[src/rtl/btcd_pkg.sv]
// btcd_pkg: shared types, register codes and constants of the button tap chord decoder.
// No dependencies; used by btcd_modifier and button_tap_chord_decoder.
`default_nettype none

package btcd_pkg;

   // configuration register map
   localparam int unsigned CSR_INDEX_WIDTH = 2;
   localparam int unsigned CSR_DATA_WIDTH  = 16;

   localparam logic [CSR_INDEX_WIDTH-1:0] REG_TAP_LIMIT     = 2'd0;
   localparam logic [CSR_INDEX_WIDTH-1:0] REG_DOUBLE_WINDOW = 2'd1;

   localparam logic [CSR_DATA_WIDTH-1:0] TAP_LIMIT_RESET     = 16'd300;
   localparam logic [CSR_DATA_WIDTH-1:0] DOUBLE_WINDOW_RESET = 16'd350;

   // since-tap timers start here (or at the time maximum if that is smaller)
   localparam int unsigned SINCE_RESET_MS = 10000;
   localparam int unsigned SINCE_RESET_BITS = 14;

   localparam int unsigned ELAPSED_WIDTH = 10;
   localparam int unsigned AXIS_WIDTH    = 2;

   typedef logic signed [AXIS_WIDTH-1:0] axis_type;

   // tap event of one modifier on one tick
   typedef struct packed {
      logic tap;   // single or double
      logic dbl;   // double only
   } mod_event_type;

   // positive key minus negative key
   function automatic axis_type axis_of(input logic pos, input logic neg);
      axis_type result;
      result = '0;
      if (pos && !neg) begin
         result = 2'sb01;
      end else if (neg && !pos) begin
         result = 2'sb11;
      end
      return result;
   endfunction

endpackage

`default_nettype wire

[src/rtl/button_tap_chord_decoder.sv]
// button_tap_chord_decoder: top level of the pad tap and chord decoder.
// Depends on btcd_pkg and btcd_modifier.
`default_nettype none

// Usage
//  - req_* channel: one item per tick, eight button levels plus the
//    milliseconds since the previous tick. Taken when req_valid is high and
//    req_stall is low.
//  - rsp_* channel: exactly one result item per request item, in order.
//    Delivered when rsp_valid is high and rsp_stall is low.
//  - csr_* channel: register writes (index 0 tap limit, 1 double window).
//    csr_ready is always high; unknown indexes are dropped. Write only while
//    no item is in flight.
//  - Registering: the result is registered in the cycle the item is taken, so
//    it shows on rsp_* in the cycle after acceptance.
//  - Throughput: one item per cycle while rsp_stall is low. All tick work
//    (axis routing, saturating timer adds, tap compares, pending countdown)
//    is one pass of logic from the request ports into the result register.
//  - Stall: the single result register holds while full and rsp_stall is high;
//    req_stall is raised only while that register is full and stalled.
//  - Reset: synchronous, active high. Registers return to their reset
//    values, timers restart, the result register empties.
module button_tap_chord_decoder #(
   parameter int unsigned TIME_WIDTH = 16
) (
   input  wire logic                                  clock,
   input  wire logic                                  reset,

   input  wire logic                                  req_valid,
   output logic                                       req_stall,
   input  wire logic                                  req_key_up,
   input  wire logic                                  req_key_down,
   input  wire logic                                  req_key_left,
   input  wire logic                                  req_key_right,
   input  wire logic                                  req_left_modifier,
   input  wire logic                                  req_right_modifier,
   input  wire logic                                  req_key_fire,
   input  wire logic                                  req_key_second,
   input  wire logic [btcd_pkg::ELAPSED_WIDTH-1:0]    req_elapsed_ms,

   output logic                                       rsp_valid,
   input  wire logic                                  rsp_stall,
   output logic signed [btcd_pkg::AXIS_WIDTH-1:0]     rsp_yaw_axis,
   output logic signed [btcd_pkg::AXIS_WIDTH-1:0]     rsp_roll_axis,
   output logic signed [btcd_pkg::AXIS_WIDTH-1:0]     rsp_pitch_axis,
   output logic signed [btcd_pkg::AXIS_WIDTH-1:0]     rsp_throttle_step,
   output logic                                       rsp_cycle_pulse,
   output logic                                       rsp_boost_pulse,
   output logic                                       rsp_assist_pulse,
   output logic                                       rsp_fire_level,
   output logic                                       rsp_second_pulse,

   input  wire logic                                  csr_valid,
   output logic                                       csr_ready,
   input  wire logic [btcd_pkg::CSR_INDEX_WIDTH-1:0]  csr_index,
   input  wire logic [btcd_pkg::CSR_DATA_WIDTH-1:0]   csr_wdata
);

   localparam int unsigned WW = ((TIME_WIDTH > 16) ? TIME_WIDTH : 16) + 1;
   localparam logic [WW-1:0] TIME_MAX_W = {{(WW-TIME_WIDTH){1'b0}}, {TIME_WIDTH{1'b1}}};

   // ---------------------------------------------------------------------
   // handshake
   // ---------------------------------------------------------------------
   logic accept;
   logic rsp_valid_ff, rsp_valid_in;

   assign req_stall = rsp_valid_ff & rsp_stall;
   assign accept    = req_valid & ~req_stall;
   assign csr_ready = 1'b1;

   // ---------------------------------------------------------------------
   // configuration registers
   // ---------------------------------------------------------------------
   logic [btcd_pkg::CSR_DATA_WIDTH-1:0] tap_limit_ff;
   logic [btcd_pkg::CSR_DATA_WIDTH-1:0] double_window_ff;

   always_ff @(posedge clock) begin
      if (reset) begin
         tap_limit_ff     <= btcd_pkg::TAP_LIMIT_RESET;
         double_window_ff <= btcd_pkg::DOUBLE_WINDOW_RESET;
      end else if (csr_valid && csr_ready) begin
         case (csr_index)
            btcd_pkg::REG_TAP_LIMIT:     tap_limit_ff     <= csr_wdata;
            btcd_pkg::REG_DOUBLE_WINDOW: double_window_ff <= csr_wdata;
            default: ;                   // unknown index: dropped
         endcase
      end
   end

   // ---------------------------------------------------------------------
   // modifier tap detectors
   // ---------------------------------------------------------------------
   logic                    left_held, right_held;
   btcd_pkg::mod_event_type left_event, right_event;
   logic                    dpad_any;

   assign dpad_any = req_key_up | req_key_down | req_key_left | req_key_right;

   btcd_modifier #(
      .TIME_WIDTH (TIME_WIDTH)
   ) u_left_mod (
      .clock         (clock),
      .reset         (reset),
      .step          (accept),
      .level         (req_left_modifier),
      .consume_now   (1'b0),            // left press is never consumed
      .elapsed       (req_elapsed_ms),
      .tap_limit     (tap_limit_ff),
      .double_window (double_window_ff),
      .held          (left_held),
      .event_out     (left_event)
   );

   btcd_modifier #(
      .TIME_WIDTH (TIME_WIDTH)
   ) u_right_mod (
      .clock         (clock),
      .reset         (reset),
      .step          (accept),
      .level         (req_right_modifier),
      .consume_now   (dpad_any),        // d-pad use during the press eats the tap
      .elapsed       (req_elapsed_ms),
      .tap_limit     (tap_limit_ff),
      .double_window (double_window_ff),
      .held          (right_held),
      .event_out     (right_event)
   );

   // ---------------------------------------------------------------------
   // deferred right single tap
   // ---------------------------------------------------------------------
   logic                  pending_armed_ff, pending_armed_in;
   logic [TIME_WIDTH-1:0] pending_remaining_ff, pending_remaining_in;
   logic [WW-1:0]         window_w;
   logic [WW-1:0]         elapsed_w;
   logic                  assist;

   always_comb begin
      window_w  = {{(WW-btcd_pkg::CSR_DATA_WIDTH){1'b0}}, double_window_ff};
      elapsed_w = {{(WW-btcd_pkg::ELAPSED_WIDTH){1'b0}}, req_elapsed_ms};

      pending_armed_in     = pending_armed_ff;
      pending_remaining_in = pending_remaining_ff;
      assist               = 1'b0;

      if (right_event.dbl) begin
         pending_armed_in = 1'b0;               // double cancels the single
      end else if (right_event.tap) begin
         pending_armed_in     = 1'b1;
         pending_remaining_in = (window_w > TIME_MAX_W) ? {TIME_WIDTH{1'b1}}
                                                        : window_w[TIME_WIDTH-1:0];
      end else if (pending_armed_ff) begin
         if (elapsed_w > {{(WW-TIME_WIDTH){1'b0}}, pending_remaining_ff}) begin
            assist               = 1'b1;
            pending_armed_in     = 1'b0;
            pending_remaining_in = '0;
         end else begin
            pending_remaining_in = pending_remaining_ff - elapsed_w[TIME_WIDTH-1:0];
         end
      end
   end

   logic previous_second_ff;

   always_ff @(posedge clock) begin
      if (reset) begin
         pending_armed_ff     <= 1'b0;
         pending_remaining_ff <= '0;
         previous_second_ff   <= 1'b0;
      end else if (accept) begin
         pending_armed_ff     <= pending_armed_in;
         pending_remaining_ff <= pending_remaining_in;
         previous_second_ff   <= req_key_second;
      end
   end

   // ---------------------------------------------------------------------
   // result register
   // ---------------------------------------------------------------------
   btcd_pkg::axis_type lr_axis, ud_axis;
   btcd_pkg::axis_type yaw_in, roll_in, pitch_in, throttle_in;
   logic               boost_in;

   // routing uses the modifier state from before this tick
   always_comb begin
      lr_axis     = btcd_pkg::axis_of(req_key_right, req_key_left);
      ud_axis     = btcd_pkg::axis_of(req_key_up, req_key_down);
      yaw_in      = left_held  ? '0 : lr_axis;
      roll_in     = left_held  ? lr_axis : '0;
      pitch_in    = right_held ? '0 : ud_axis;
      throttle_in = right_held ? ud_axis : '0;
      boost_in    = right_event.dbl;
   end

   btcd_pkg::axis_type yaw_ff, roll_ff, pitch_ff, throttle_ff;
   logic cycle_ff, boost_ff, assist_ff, fire_ff, second_ff;

   assign rsp_valid_in = accept | (rsp_valid_ff & rsp_stall);

   always_ff @(posedge clock) begin
      if (reset) begin
         rsp_valid_ff <= 1'b0;
      end else begin
         rsp_valid_ff <= rsp_valid_in;
      end
   end

   always_ff @(posedge clock) begin
      if (accept) begin
         yaw_ff      <= yaw_in;
         roll_ff     <= roll_in;
         pitch_ff    <= pitch_in;
         throttle_ff <= throttle_in;
         cycle_ff    <= left_event.tap;
         boost_ff    <= boost_in;
         assist_ff   <= assist;
         fire_ff     <= req_key_fire;
         second_ff   <= req_key_second & ~previous_second_ff;
      end
   end

   assign rsp_valid         = rsp_valid_ff;
   assign rsp_yaw_axis      = yaw_ff;
   assign rsp_roll_axis     = roll_ff;
   assign rsp_pitch_axis    = pitch_ff;
   assign rsp_throttle_step = throttle_ff;
   assign rsp_cycle_pulse   = cycle_ff;
   assign rsp_boost_pulse   = boost_ff;
   assign rsp_assist_pulse  = assist_ff;
   assign rsp_fire_level    = fire_ff;
   assign rsp_second_pulse  = second_ff;

   // ---------------------------------------------------------------------
   // assertions
   // ---------------------------------------------------------------------
   a_boost_assist_exclusive: assert property (@(posedge clock) disable iff (reset)
      rsp_valid_ff |-> !(rsp_boost_pulse && rsp_assist_pulse))
      else $error("boost and assist in the same item");

   a_assist_needs_pending: assert property (@(posedge clock) disable iff (reset)
      (accept && !pending_armed_ff) |=> !rsp_assist_pulse)
      else $error("assist without an armed single");

   a_boost_disarms: assert property (@(posedge clock) disable iff (reset)
      (accept && boost_in) |=> !pending_armed_ff)
      else $error("pending single survived a double tap");

   a_lr_routed_once: assert property (@(posedge clock) disable iff (reset)
      rsp_valid_ff |-> (rsp_yaw_axis == '0 || rsp_roll_axis == '0))
      else $error("left/right pair routed to yaw and roll at once");

endmodule

`default_nettype wire

[src/rtl/btcd_modifier.sv]
// btcd_modifier: press/hold/release tap detector for one shoulder modifier.
// Depends on btcd_pkg.
`default_nettype none

module btcd_modifier #(
   parameter int unsigned TIME_WIDTH = 16
) (
   input  wire logic                                   clock,
   input  wire logic                                   reset,
   input  wire logic                                   step,
   input  wire logic                                   level,
   input  wire logic                                   consume_now,
   input  wire logic [btcd_pkg::ELAPSED_WIDTH-1:0]     elapsed,
   input  wire logic [btcd_pkg::CSR_DATA_WIDTH-1:0]    tap_limit,
   input  wire logic [btcd_pkg::CSR_DATA_WIDTH-1:0]    double_window,
   output logic                                        held,
   output btcd_pkg::mod_event_type                     event_out
);

   // wide enough for any sum and for the 16-bit registers, with a carry bit
   localparam int unsigned WW = ((TIME_WIDTH > 16) ? TIME_WIDTH : 16) + 1;
   localparam logic [WW-1:0] TIME_MAX_W = {{(WW-TIME_WIDTH){1'b0}}, {TIME_WIDTH{1'b1}}};
   localparam logic [TIME_WIDTH-1:0] SINCE_RESET =
      (TIME_WIDTH >= btcd_pkg::SINCE_RESET_BITS) ?
         TIME_WIDTH'(btcd_pkg::SINCE_RESET_MS) : {TIME_WIDTH{1'b1}};

   logic                  held_ff,     held_in;
   logic                  consumed_ff, consumed_in;
   logic [TIME_WIDTH-1:0] hold_ff,     hold_in;
   logic [TIME_WIDTH-1:0] since_ff,    since_in;

   logic [TIME_WIDTH-1:0] since_sum;
   logic [TIME_WIDTH-1:0] hold_base;
   logic [TIME_WIDTH-1:0] hold_sum;
   logic                  is_tap;
   logic                  is_dbl;

   function automatic logic [TIME_WIDTH-1:0] sat_add(
      input logic [TIME_WIDTH-1:0]              a,
      input logic [btcd_pkg::ELAPSED_WIDTH-1:0] b
   );
      logic [WW-1:0] sum;
      sum = {{(WW-TIME_WIDTH){1'b0}}, a} + {{(WW-btcd_pkg::ELAPSED_WIDTH){1'b0}}, b};
      return (sum > TIME_MAX_W) ? {TIME_WIDTH{1'b1}} : sum[TIME_WIDTH-1:0];
   endfunction

   always_comb begin
      since_sum = sat_add(since_ff, elapsed);
      hold_base = held_ff ? hold_ff : '0;     // press tick restarts the hold
      hold_sum  = sat_add(hold_base, elapsed);

      is_tap = !level && held_ff && !consumed_ff &&
               ({{(WW-TIME_WIDTH){1'b0}}, hold_ff} <
                {{(WW-btcd_pkg::CSR_DATA_WIDTH){1'b0}}, tap_limit});
      is_dbl = is_tap &&
               ({{(WW-TIME_WIDTH){1'b0}}, since_sum} <
                {{(WW-btcd_pkg::CSR_DATA_WIDTH){1'b0}}, double_window});

      held_in     = level;
      hold_in     = level ? hold_sum : hold_ff;
      consumed_in = level ? ((held_ff & consumed_ff) | consume_now) : consumed_ff;
      since_in    = is_tap ? '0 : since_sum;
   end

   always_ff @(posedge clock) begin
      if (reset) begin
         held_ff     <= 1'b0;
         consumed_ff <= 1'b0;
         hold_ff     <= '0;
         since_ff    <= SINCE_RESET;
      end else if (step) begin
         held_ff     <= held_in;
         consumed_ff <= consumed_in;
         hold_ff     <= hold_in;
         since_ff    <= since_in;
      end
   end

   assign held          = held_ff;
   assign event_out.tap = is_tap;
   assign event_out.dbl = is_dbl;

endmodule

`default_nettype wire
[config.mk]
export PLATFORM = sky130hd
export DESIGN_NAME = button_tap_chord_decoder
export DESIGN_NICKNAME = d
export VERILOG_FILES = /design/src/rtl/btcd_pkg.sv /design/src/rtl/button_tap_chord_decoder.sv /design/src/rtl/btcd_modifier.sv
export SDC_FILE = /design/constraint.sdc
export NUM_CORES = 1
export LEC_CHECK = 0
export BUFFER_PORTS_ARGS = -buffer_cell sky130_fd_sc_hd__buf_2
export CAP_MARGIN = 20
export CORE_ASPECT_RATIO = 0.6
export CORE_MARGIN = 2
export CORE_UTILIZATION = 50
export CTS_BUF_LIST = sky130_fd_sc_hd__clkbuf_8
export DETAILED_ROUTE_END_ITERATION = 16
export GPL_ROUTABILITY_DRIVEN = 1
export PLACE_DENSITY = 0.72
export SLEW_MARGIN = 10
export SYNTH_ARGS = -nofsm -noshare
export SYNTH_HDL_FRONTEND = slang
export SYNTH_SLANG_ARGS = --single-unit
[constraint.sdc]
create_clock -name clock -period 12.35 [get_ports clock]
set_clock_uncertainty 0.1 [all_clocks]
set_input_delay 0.6175 -clock clock [delete_from_list [all_inputs] [get_ports clock]]
set_output_delay 0.6175 -clock clock [all_outputs]
set_load 0.005 [all_outputs]
-- Word level (Yosys, flattened, before mapping)
Index checks and enable logic that the tools add are counted.
- flip-flop bits (word level): 116
- RAM bits: 0
- output and inout port bits: 16
- input port bits: 41
- word-level logic and storage cells: 93
- ROM bits: 0
- memories: 0
- bits in latches: 0
- magnitude comparators: 7
- bitwise logic cells: 14
- add/subtract/negate cells: 4
- equality and inequality tests: 1
- mux-type cells: 18
- multipliers: 0
- shift operators: 0
- reduce and logical (&&, ||, !) cells: 27
- div/mod/pow operators: 0
- operator list (kind ; number):
    16-bit 2-to-1 mux ; 9
    16-bit by 10-bit adder with 17-bit output ; 3
    17-bit by 16-bit > comparator with 1-bit output, second input constant ; 3
    16-bit less-than comparator ; 3
    10-bit by 16-bit > comparator with 1-bit output ; 1
    16-bit by 10-bit subtractor with 16-bit output ; 1
    1-bit logical AND ; 11
    1-bit zero test ; 8
    2-bit 2-to-1 mux ; 4
    2-bit AND reduction ; 4
    1-bit bitwise AND ; 5
    1-bit 2-to-1 mux ; 5
    1-bit OR ; 5
    1-bit NOT ; 4
    3-bit AND reduction ; 1
    3-bit OR reduction ; 1
    2-bit by 1-bit == test with 1-bit output, second input constant ; 1
    2-bit zero test ; 1
    2-bit nonzero test ; 1

-- Logic depth before layout (Yosys ltp)
Gate-level depths: netlist of run 1.
- word-level depth: 7
- mapped depth: 18

-- By module
From an unflattened synthesis of run 1, not the netlist that was laid out.
- cell total of the unflattened synthesis: 1235
- area total of the unflattened synthesis: 9937.0 um2
- modules (own cells, without submodules) (module ; cells each ; area each (um2) ; times used ; seq. area each (um2)):
    btcd_modifier (u_left_mod) ; 445 ; 3475.8 ; 1 ; 680.7
    btcd_modifier (u_right_mod) ; 419 ; 3268.1 ; 1 ; 680.7
    button_tap_chord_decoder ; 371 ; 3193.1 ; 1 ; 1411.4

-- Least setup slack after synthesis of run 1
OpenSTA, ideal clock, no wires.
- path type: in2reg
- from: in req_elapsed_ms[0] in the netlist's numbering
- to: reg pending_remaining_ff[0]
- required time: 12178 ps
- arrival time: 4096 ps
- path buffers: 1
- setup slack: 8083 ps
- stages: 17
- cells stage by stage: ha_1 inv_1 fa_1 nor2b_1 o31a_1 o211ai_1 nand2_1 or3b_2 nor2b_1 ha_1 and4_1 a221oi_1 and2_1 a21oi_1 a22oi_2 buf_8 mux2i_1
- cells in the longest elaborated chain, start to end: 7
- RTL lines (item ; RTL line ; source):
    start, declared ; button_tap_chord_decoder.sv:39 ; input wire logic [btcd_pkg::ELAPSED_WIDTH-1:0] req_elapsed_ms,
    16-bit by 10-bit adder with 17-bit output ; btcd_modifier.sv:43 ; sum = {{(WW-TIME_WIDTH){1'b0}}, a} + {{(WW-btcd_pkg::ELAPSED_WIDTH){1'b0}}, b};
    17-bit by 16-bit > comparator with 1-bit output ; btcd_modifier.sv:44 ; return (sum > TIME_MAX_W) ? {TIME_WIDTH{1'b1}} : sum[TIME_WIDTH-1:0];
    16-bit 2-to-1 mux ; btcd_modifier.sv:44 ;
    16-bit less-than comparator ; btcd_modifier.sv:56 ; ({{(WW-TIME_WIDTH){1'b0}}, since_sum} <
    1-bit logical AND ; btcd_modifier.sv:55 ; is_dbl = is_tap &&
    1-bit NOT (no line) ; - ;
    3-bit AND reduction (no line) ; - ;
    end signal, assigned ; button_tap_chord_decoder.sv:173 ; pending_remaining_ff <= pending_remaining_in;
    end, declared ; button_tap_chord_decoder.sv:134 ; logic [TIME_WIDTH-1:0] pending_remaining_ff, pending_remaining_in;
Parallel ways exist; a longest one is shown, timed or not. The select of a mux whose other input is x is not followed.
A chain may end at the register's enable or synchronous reset.

-- Worst setup path in the final report of run 1
- from: in req_elapsed_ms[0] in the netlist's numbering
- to: reg pending_remaining_ff[3]
Same word-level chain as after synthesis.

==> results of run 1 <==
==> flip-flops by register name (all words and copies together), names as in the netlist, 2 cells and up <==
register,count
rsp_roll_axis,2
u_right_mod.hold_ff,16
tap_limit_ff,16
rsp_throttle_step,2
rsp_yaw_axis,2
u_right_mod.since_ff,16
double_window_ff,16
u_left_mod.hold_ff,16
pending_remaining_ff,16
rsp_pitch_axis,2
==> area by class of cell <==
cell class / count / area, sq um / share of cell area
Clock buffer: 18 / 247.7 / 0.02799
Timing Repair Buffer: 65 / 350.3 / 0.03959
Tap cell: 203 / 254.0 / 0.02870
Multi-Input combinational cell: 754 / 5040 / 0.5695
Clock inverter: 14 / 269.0 / 0.03040
Inverter: 63 / 236.5 / 0.02672
Sequential cell: 116 / 2452 / 0.2771
==> final timing paths <==
path | cells past startpoint | from | end
hold / removal | 1 | req_key_fire | rsp_fire_level
setup / recovery | 17 | req_elapsed_ms[0] | pending_remaining_ff[3]
hold reg to reg | 2 | u_left_mod.consumed_ff | u_left_mod.consumed_ff
setup reg to reg | 16 | u_right_mod.since_ff[0] | pending_remaining_ff[3]
==> layout by cell type (no fill, tap or decap), types with 5 or more instances in the layout <==
cell type,n
and2_1,32
xor2_1,8
nor2_1,51
a221oi_1,5
a211oi_1,14
nor3_1,28
edfxtp_1,13
a31oi_1,6
o21ai_0,70
o21a_1,14
mux2i_1,12
buf_4,10
and3_1,7
clkbuf_8,18
dfxtp_1,103
inv_1,63
a22oi_1,7
nand3_1,14
o211ai_1,33
a311oi_1,5
nand2b_1,6
bufinv_16,7
xnor2_1,16
nor2b_1,14
buf_2,55
a21oi_1,97
nand4_1,6
a21o_1,13
ha_1,88
nand2_1,129
==> per-stage QoR <==
step | util | power (uW)
global placement | 0.5386 | 612.5
floorplan | - | 558.1
finish | 0.5725 | 1082
CTS | 0.5720 | 1079
detailed placement | 0.5386 | 615.6
global route | 0.5725 | 1125
==> logic make-up (layout without fill, tap and decap cells) <==
logic type | Yosys count | after routing | synth area share
simple gates | 315 | 315 | 0.1893
compound gates | 308 | 308 | 0.2484
flops | 116 | 116 | 0.3072
buf+inv | 107 | 160 | 0.06253
fa+ha+maj | 92 | 92 | 0.1479
xor+xnor | 24 | 24 | 0.02633
mux | 14 | 14 | 0.01787
other cells | 1 | 1 | 0.0004697
==> where the power goes <==
part / internal (uW) / switching, uW / total, uW
Clock: 290 / 178 / 468
Combinational: 77.6 / 122 / 199
Sequential: 400 / 15.2 / 415
Total: 767 / 315 / 1080
==> synthesized netlist by cell type, types with 13 or more instances <==
library cell / instances
nand2_1: 129
dfxtp_1: 103
a21oi_1: 97
ha_1: 88
o21ai_0: 70
inv_1: 63
nor2_1: 52
o211ai_1: 33
and2_1: 32
clkbuf_1: 28
nor3_1: 28
xnor2_1: 16
a211oi_1: 14
nand3_1: 14
nor2b_1: 14
o21a_1: 14
a21o_1: 13
edfxtp_1: 13
==> routing by layer <==
metal  routed length, um  share of wire
met4                 456          0.020
met3                2589           0.11
met5                   0              0
met1               11610           0.50
met2                8481           0.37
==> critical path, delay by kind of cell <==
kind                     cells  cell delay (ps)
multiplexers                 1              280
AO/OA/AOI/OAI                9             3230
AND/OR/NAND/NOR              2              250
buffers and inverters        2              210
adder cells (fa/ha/maj)      3              780
==> out/results.txt, run 1 <==
Status -> completed
Hold-fix buffers, CTS -> 0
Worst Setup Path Type -> in2reg
FILL cells -> 1420
Peak supply drop -> 0.06606 mV
Port Buf Inserts -> 55
Post-CTS Resized -> 0
Pleak -> 0.003787 uW
Sum Neg Setup Slack -> 0 ps
TritonCTS clock tree -> done
Critical Path RT -> 12610 ps
# nets final -> 1150
Final hold vios -> 0
Ports -> 57
Final worst-path setup slack -> 7237 ps
Max Cap Viol -> 0
Min Tclk post-route -> 5113 ps
Maximum clock frequency -> 195.6 MHz
Number of cells in the finished layout apart from fillers -> 1233
Syn Area/Cell -> 8.172 sq um
Clock buffer depth -> 2
Clock sink count -> 116
Element type at the critical path end -> flip-flop
Register bit count reported by yosys -> 116
Core area -> 15460 sq um
Synth area leader -> dfxtp_1
CP Launch Type -> primary input
Yosys Warn Count -> 0
Starting density of the core -> 0.5165
Initial DRC count -> 806
Vias in the first global route -> 6641
Top cells by area, synth -> dfxtp_1 26%, ha_1 14%, a21oi_1 6.1%
Die area -> 17030 sq um
Horiz. Die Dim -> 167.1 um
Vias -> 7433
Clock transition at path regs -> 80 ps
Height of the die -> 101.9 um
Worst EP arrival -> 5380 ps
H-Tree Level Count -> 4
Met1 Use GR -> 0.4289
Slew @ Worst Pin -> 1132 ps
Residual DRC -> 0
Final WL -> 23.14 mm
Crit-path max FO -> 14
HPWL reported at the end of detailed placement -> 17.10 mm
First-pass GRT wire length -> 36.74 mm
Slowest CP cell -> a22oi_2
Cell Area, Placed -> 8325 sq um
Final Instance Area -> 8850 sq um
Busiest layer in global routing -> met1
Tightest hold margin -> 253.4 ps
Post-synth EDFFs -> 13
Routed vias/inst -> 6.028
Largest net degree at the start of global routing -> 57
Clock root cell -> clkbuf_8
Grt met2 use -> 0.3625
Critical path's largest stage delay -> 940 ps
Initial antenna violation count -> 0
Total clock buffers created by CTS -> 17
Slew HR -> 0.2451
Final worst path period share -> 0.4140
CP cell instances -> buf_2 > ha_1 > inv_1 > fa_1 > nor2b_1 > o31a_1 > o211ai_1 > a21o_1 > o21ai_0 > ha_1 > a211oi_1 > a221oi_1 > o211ai_1 > and2_1 > a21oi_1 > a22oi_2 > mux2i_1
Share of layout cells above drive strength 1 -> 0.1155
Synth-to-layout area growth -> 10.84%
Flop2flop setup slack -> 7260 ps
Synth Cell Area -> 7984 sq um
Routability cong. -> 0.9524
Final setup viols -> 0
Distinct cells, synth -> 77
Worst min-delay path class -> in2reg
Num rows -> 35
Postcts setup bufs -> 0
Ys flop type -> dfxtp_1
Pwr dens -> 122.2 nW/um^2
Clock Latency Late Sink -> 440 ps
Post-route ant nets -> 0
RSZ-0062 raised after global routing -> no
Fin. max-slew vios -> 0
Post-Synthesis Cells -> 977
GR Util met3 -> 0.08753
Placed cells -> 1200
Router iterations before antenna repair -> 5
Fraction of registers with async set/reset -> 0
Seq/Total Area, Yosys -> 0.3072
N_diodes -> 0
Syn nets -> 1110
GR Overflow Total -> 0
DR WL/cell -> 18.77 um
Tot GR Track Use -> 0.2769
Yosys top cell area share -> 0.2583
Place WS -> 6985 ps
No activity file was read; power rests on OpenSTA's default activity.
==> run 2: changes to the inputs <==
--- a/config.mk
+++ b/config.mk
@@ -5,6 +5,7 @@
 export SDC_FILE = /design/constraint.sdc
 export NUM_CORES = 1
 export LEC_CHECK = 0
+export ABC_AREA = 1
 export BUFFER_PORTS_ARGS = -buffer_cell sky130_fd_sc_hd__buf_2
 export CAP_MARGIN = 20
 export CORE_ASPECT_RATIO = 0.6
==> constraint.sdc (replaced) <==
create_clock -name clock -period 4.8 [get_ports clock]
set_clock_uncertainty 0.1 [all_clocks]
set_input_delay 0.24 -clock clock [delete_from_list [all_inputs] [get_ports clock]]
set_output_delay 0.24 -clock clock [all_outputs]
set_load 0.005 [all_outputs]
==> out/results.txt, run 2 <==
Initial antenna violation count -> 0
RSZ-0062 raised after global routing -> no
Distinct cells, synth -> 48
CP cell instances -> ha_1 > inv_1 > fa_1 > inv_1 > nand2_1 > nand2_1 > nand3_1 > nand2_1 > inv_1 > o22ai_1 > nand2_1 > nand2_1 > ha_1 > nand2_1 > inv_1 > o21bai_1 > a21oi_1 > a2111oi_1 > nand3_2 > nand3_4 > nand2_1 > nand2_1 > nor2_1
Place WS -> 512.3 ps
Top cells by count, synth -> 222 x nand2_1, 163 x inv_1, 111 x a21oi_1, 103 x dfxtp_1, 88 x ha_1
Clock root cell -> clkbuf_8
Final setup viols -> 0
Clock sink count -> 116
Final worst path period share -> 0.8564
Seq/Total Area, Yosys -> 0.3146
Residual DRC -> 0
Min Tclk post-route -> 4111 ps
Syn Area/Cell -> 7.266 sq um
Final WL -> 19.67 mm
Placed cells -> 1302
Routability cong. -> 0.9003
Routed vias/inst -> 5.297
Router iterations before antenna repair -> 5
First-pass GRT wire length -> 32.37 mm
Final worst-path setup slack -> 689.1 ps
Clock transition at path regs -> 80 ps
CP top delay family -> simple AND/OR/NAND/NOR gates
Fin. max-slew vios -> 0
Vias in the first global route -> 6421
Worst Setup Path Type -> reg2reg
Crit-path max FO -> 32
Number of cells in the finished layout apart from fillers -> 1346
Final Instance Area -> 8771 sq um
Ys flop type -> dfxtp_1
Critical Path RT -> 5030 ps
Register bit count reported by yosys -> 116
Pleak -> 0.004489 uW
Post-Synthesis Cells -> 1073
Post-synth EDFFs -> 13
Slew @ Worst Pin -> 844.3 ps
Port Buf Inserts -> 55
Largest net degree at the start of global routing -> 53
Synth Cell Area -> 7796 sq um
Ports -> 57
Max Cap Viol -> 0
Top-count cell post-synth -> nand2_1
Element type at the critical path end -> flip-flop
Worst EP arrival -> 4340 ps
Clock buffer depth -> 2
DR WL/cell -> 14.62 um
# nets final -> 1263
Vias -> 7130
Maximum clock frequency -> 243.3 MHz
TritonCTS clock tree -> done
H-Tree Level Count -> 4
Final hold vios -> 0
Pwr dens -> 315.1 nW/um^2
Num rows -> 35
Clock Latency Late Sink -> 440 ps
Commonest non-fill, non-tap cell in the layout -> nand2_1
Commonest non-fill, non-tap cells in the layout -> 222 x nand2_1, 162 x inv_1, 111 x a21oi_1
Height of the die -> 100.7 um
CP Launch Type -> flip-flop
Die area -> 16640 sq um
Top cells by area, synth -> dfxtp_1 26%, ha_1 14%, nand2_1 11%
Syn nets -> 1206
Core area -> 15280 sq um
CP most frequent cell -> nand2_1
Cell Area, Placed -> 8198 sq um
Share of layout cells above drive strength 1 -> 0.1067
N_diodes -> 0
Fraction of registers with async set/reset -> 0
Initial DRC count -> 597
Yosys Warn Count -> 0
HPWL reported at the end of detailed placement -> 14.64 mm
Synth area leader -> dfxtp_1
Slew HR -> 0.4363
GR Overflow Total -> 0
Tot GR Track Use -> 0.2477
Post-route ant nets -> 0
Worst min-delay path class -> in2reg
Yosys top cell area share -> 0.2645
Peak supply drop -> 0.1899 mV
Total clock buffers created by CTS -> 17
Synth-to-layout area growth -> 12.50%
Sum Neg Setup Slack -> 0 ps
Starting density of the core -> 0.5101
Critical path's largest stage delay -> 430 ps
Horiz. Die Dim -> 165.2 um
Crit path buf inv count -> 4
Slowest CP cell -> a2111oi_1
Status -> completed
-- run 2: cell types whose count changed in the layout (fill, tap and decap cells not counted), moves of 13 or more --
cell / before / now
inv_1: 63 / 162
a21oi_1: 97 / 111
nand2_1: 129 / 222
xor2_1: 8 / 33
nor2b_1: 14 / 0
a211oi_1: 14 / 1
nand3_1: 14 / 32
nor3_1: 28 / 13
and2_1: 32 / 0
o211ai_1: 33 / 15
nor2_1: 51 / 74
-- run 2: area by class of cell --
| class | count | area [sq um] |
|---|---|---|
| clock inverter | 14 | 203.9 |
| fill | 1426 | 6513 |
| inverter | 165 | 619.3 |
| clock buffer | 18 | 247.7 |
| sequential | 116 | 2452 |
| timing repair buffer | 73 | 440.4 |
| tap | 203 | 254.0 |
| multi-input combinational | 757 | 4553 |
-- run 2: kinds of logic (layout without fill, tap and decap cells) --
group / after synthesis / count (layout) / synth area share
XOR/XNOR: 45 / 45 / 0.05055
other: 1 / 1 / 0.0004810
AND/OR/NAND/NOR: 368 / 368 / 0.1977
flip-flops: 116 / 116 / 0.3146
AO/OA/AOI/OAI: 251 / 251 / 0.1836
adder cells (fa/ha/maj): 92 / 92 / 0.1515
buffers and inverters: 200 / 270 / 0.1016
-- run 2: what timing repair did --
item | 4_1_cts | 5_1_grt
hold endpoints to repair | 16 | 0
hold buffers | 12 | 0
setup endpoints to repair | 0 | 16
setup buffers | 0 | 0
gates resized for setup | 0 | 1
-- run 2: layer usage --
metal	global-route usage	up-vias	share of wire
met1	0.3799	3208	0.52
met3	0.04114	25	0.074
li1	-	3653	-
met4	0.05886	0	0.012
met2	0.3590	244	0.40
met5	0	-	0
-- run 2: where the power goes --
part	switching, uW	internal (uW)
logic	400	239
registers	40.6	1050
clock network	453	586
total	893	1870
-- run 2: metrics by stage --
| step | hold slack (ps) | util | total power (uW) |
|---|---|---|---|
| 2_1_floorplan | 238.9 | - | 1567 |
| 3_3_place_gp | 321.3 | 0.5364 | 1709 |
| 3_5_place_dp | 323.1 | 0.5364 | 1723 |
| 4_1_cts | 1.293 | 0.5738 | 2766 |
| 5_1_grt | 26.97 | 0.5739 | 2921 |
| 6_report | 14.41 | 0.5739 | 2764 |
-- run 2: final timing paths --
check	start	end	slack, ps	cells after the start
worst max-delay path	u_right_mod.since_ff[0]	pending_remaining_ff[1]	690	23
worst min-delay path	csr_wdata[13]	double_window_ff[13]	10	3
worst max register to register	u_right_mod.since_ff[0]	pending_remaining_ff[1]	690	23
worst min register to register	u_right_mod.since_ff[0]	u_right_mod.since_ff[0]	380	2
-- run 2: worst reg2reg max path, delay by kind of cell, from the launching register on --
family                     cells  cell delay [ps]
AOI/OAI and AO/OA              4              820
adders and majority gates      3              780
and+or+nand+nor               12             1720
DFF                            1              330
buffers and inverters          4              250
==> run 3: changes to the inputs <==
--- a/config.mk
+++ b/config.mk
@@ -15,6 +15,7 @@
 export DETAILED_ROUTE_END_ITERATION = 16
 export GPL_ROUTABILITY_DRIVEN = 1
 export PLACE_DENSITY = 0.72
+export RECOVER_POWER = 25
 export SLEW_MARGIN = 10
 export SYNTH_ARGS = -nofsm -noshare
 export SYNTH_HDL_FRONTEND = slang
==> out/results.txt, run 3 (synthesis results as in run 2) <==
Crit-path max FO -> 32
Port Buf Inserts -> 55
Commonest non-fill, non-tap cell in the layout -> nand2_1
Final WL -> 19.71 mm
CP most frequent cell -> nand2_1
Routability cong. -> 0.9003
RSZ-0062 raised after global routing -> no
Vias in the first global route -> 6421
Final setup viols -> 0
Cell Area, Placed -> 8198 sq um
Final Instance Area -> 8751 sq um
Core area -> 15280 sq um
DR WL/cell -> 14.65 um
Total clock buffers created by CTS -> 17
TritonCTS clock tree -> done
First-pass GRT wire length -> 32.37 mm
FILL cells -> 1438
GR Overflow Total -> 0
Largest net degree at the start of global routing -> 53
Critical path's largest stage delay -> 480 ps
CP cell instances -> ha_1 > a21oi_1 > nand2_1 > a31oi_1 > o21ai_0 > a21oi_1 > inv_1 > nand2_1 > xor2_1 > nand2_1 > ha_1 > a21oi_1 > nor2_1 > a2111oi_1 > nand3_2 > nand3_4 > nand2_1 > nand2_1 > nor2_1
Num rows -> 35
CP Launch Type -> flip-flop
Failing checks -> capacitance limit, slew limit
Ports -> 57
# nets final -> 1263
Pwr dens -> 315.5 nW/um^2
CP top delay family -> compound AO/OA/AOI/OAI gates
Initial DRC count -> 611
Tot GR Track Use -> 0.2477
Net Sw Frac -> 0.3232
Util after Layout -> 0.5726
HPWL reported at the end of detailed placement -> 14.64 mm
Clock root cell -> clkbuf_8
Clock Latency Late Sink -> 440 ps
Fin. max-slew vios -> 53
Share of layout cells above drive strength 1 -> 0.09361
Max Cap Viol -> 1
Routed vias/inst -> 5.280
H-Tree Level Count -> 4
Postcts setup bufs -> 0
Final worst path period share -> 0.8595
Crit path buf inv count -> 1
Slowest CP cell -> a2111oi_1
Slew HR -> -0.01864
Status -> complete, but fails checks
Die area -> 16640 sq um
Initial antenna violation count -> 0
Pleak -> 0.004447 uW
Worst min-delay path class -> in2reg
Post-route ant nets -> 0
Synth-to-layout area growth -> 12.25%
Height of the die -> 100.7 um
Residual DRC -> 0
Critical Path RT -> 5030 ps
Clock buffer depth -> 2
Starting density of the core -> 0.5101
Comb power frac -> 0.231
Peak supply drop -> 0.1906 mV
Router iterations before antenna repair -> 5
Commonest non-fill, non-tap cells in the layout -> 222 x nand2_1, 163 x inv_1, 111 x a21oi_1
Maximum clock frequency -> 242.4 MHz
Worst Setup Path Type -> reg2reg
Part of the power in registers -> 0.394
Worst EP arrival -> 4350 ps
Element type at the critical path end -> flip-flop
Final hold vios -> 0
Clock sink count -> 116
Internal -> 1869 uW
N_diodes -> 0
Clock share of power -> 0.376
Clock transition at path regs -> 80 ps
Slew @ Worst Pin -> 1526 ps
Vias -> 7107
Min Tclk post-route -> 4125 ps
Horiz. Die Dim -> 165.2 um
Psw -> 892.5 uW
Sum Neg Setup Slack -> 0 ps
## run 3: per-stage QoR
stage | power, uW | worst slack, ps | hold WS, ps | std cells
6_report | 2761 | 674.6 | 19.59 | 1346
5_1_grt | 2920 | 56.49 | 26.97 | 1346
4_1_cts | 2766 | 610.8 | 1.293 | 1346
3_5_place_dp | 1723 | 512.3 | 323.1 | 1302
3_3_place_gp | 1709 | 645.7 | 321.3 | 1302
2_1_floorplan | 1567 | 1264 | 238.9 | 1073
## run 3: layout make-up
| class | count | area (sq um) | share of cell area |
|---|---|---|---|
| tap | 203 | 254.0 | 0.02902 |
| timing repair buffer | 73 | 420.4 | 0.04804 |
| sequential | 116 | 2452 | 0.2802 |
| inverter | 165 | 619.3 | 0.07077 |
| multi-input combinational | 757 | 4553 | 0.5203 |
| clock buffer | 18 | 247.7 | 0.02831 |
| clock inverter | 14 | 203.9 | 0.02331 |
## run 3: power by group through the flow
stage / combinational [uW] / clock (uW) / sequential [uW]
detailed placement: 616 / 0 / 1110
floorplan: 470 / 0 / 1100
finish: 637 / 1040 / 1090
global route: 737 / 1090 / 1090
CTS: 631 / 1050 / 1090
global placement: 603 / 0 / 1110
## run 3: what timing repair did
item | CTS | global route
gates resized for setup | 0 | 1
hold buffers | 12 | 0
endpoints found under the setup margin | 0 | 16
endpoints found under the hold margin | 16 | 0
## run 3: worst register-to-register path, stage by stage, from the launching register on
cell and delay, ps:
dfxtp_1 320, ha_1 330, a21oi_1 150, nand2_1 110, a31oi_1 230, o21ai_0 230
a21oi_1 340, inv_1 100, nand2_1 80, xor2_1 150, nand2_1 100, ha_1 330
a21oi_1 150, nor2_1 60, a2111oi_1 480, nand3_2 190, nand3_4 310, nand2_1 110
nand2_1 70, nor2_1 60
## run 3: routing by layer
metal  vias up  global-route usage  wire length, um
li1       3647                   -                -
met1      3197              0.3799            10110
met2       244              0.3590             7930
met3        19             0.04114             1486
met4         0             0.05886              187
met5         -                   0                0
## run 3: path summary, 6_finish.rpt
check                            end  depth (start not counted)  slack, ps                     from
max          pending_remaining_ff[1]                         19        670  u_right_mod.since_ff[2]
min             double_window_ff[13]                          3         20            csr_wdata[13]
max reg2reg  pending_remaining_ff[1]                         19        670  u_right_mod.since_ff[2]
min reg2reg  u_right_mod.since_ff[0]                          2        380  u_right_mod.since_ff[0]
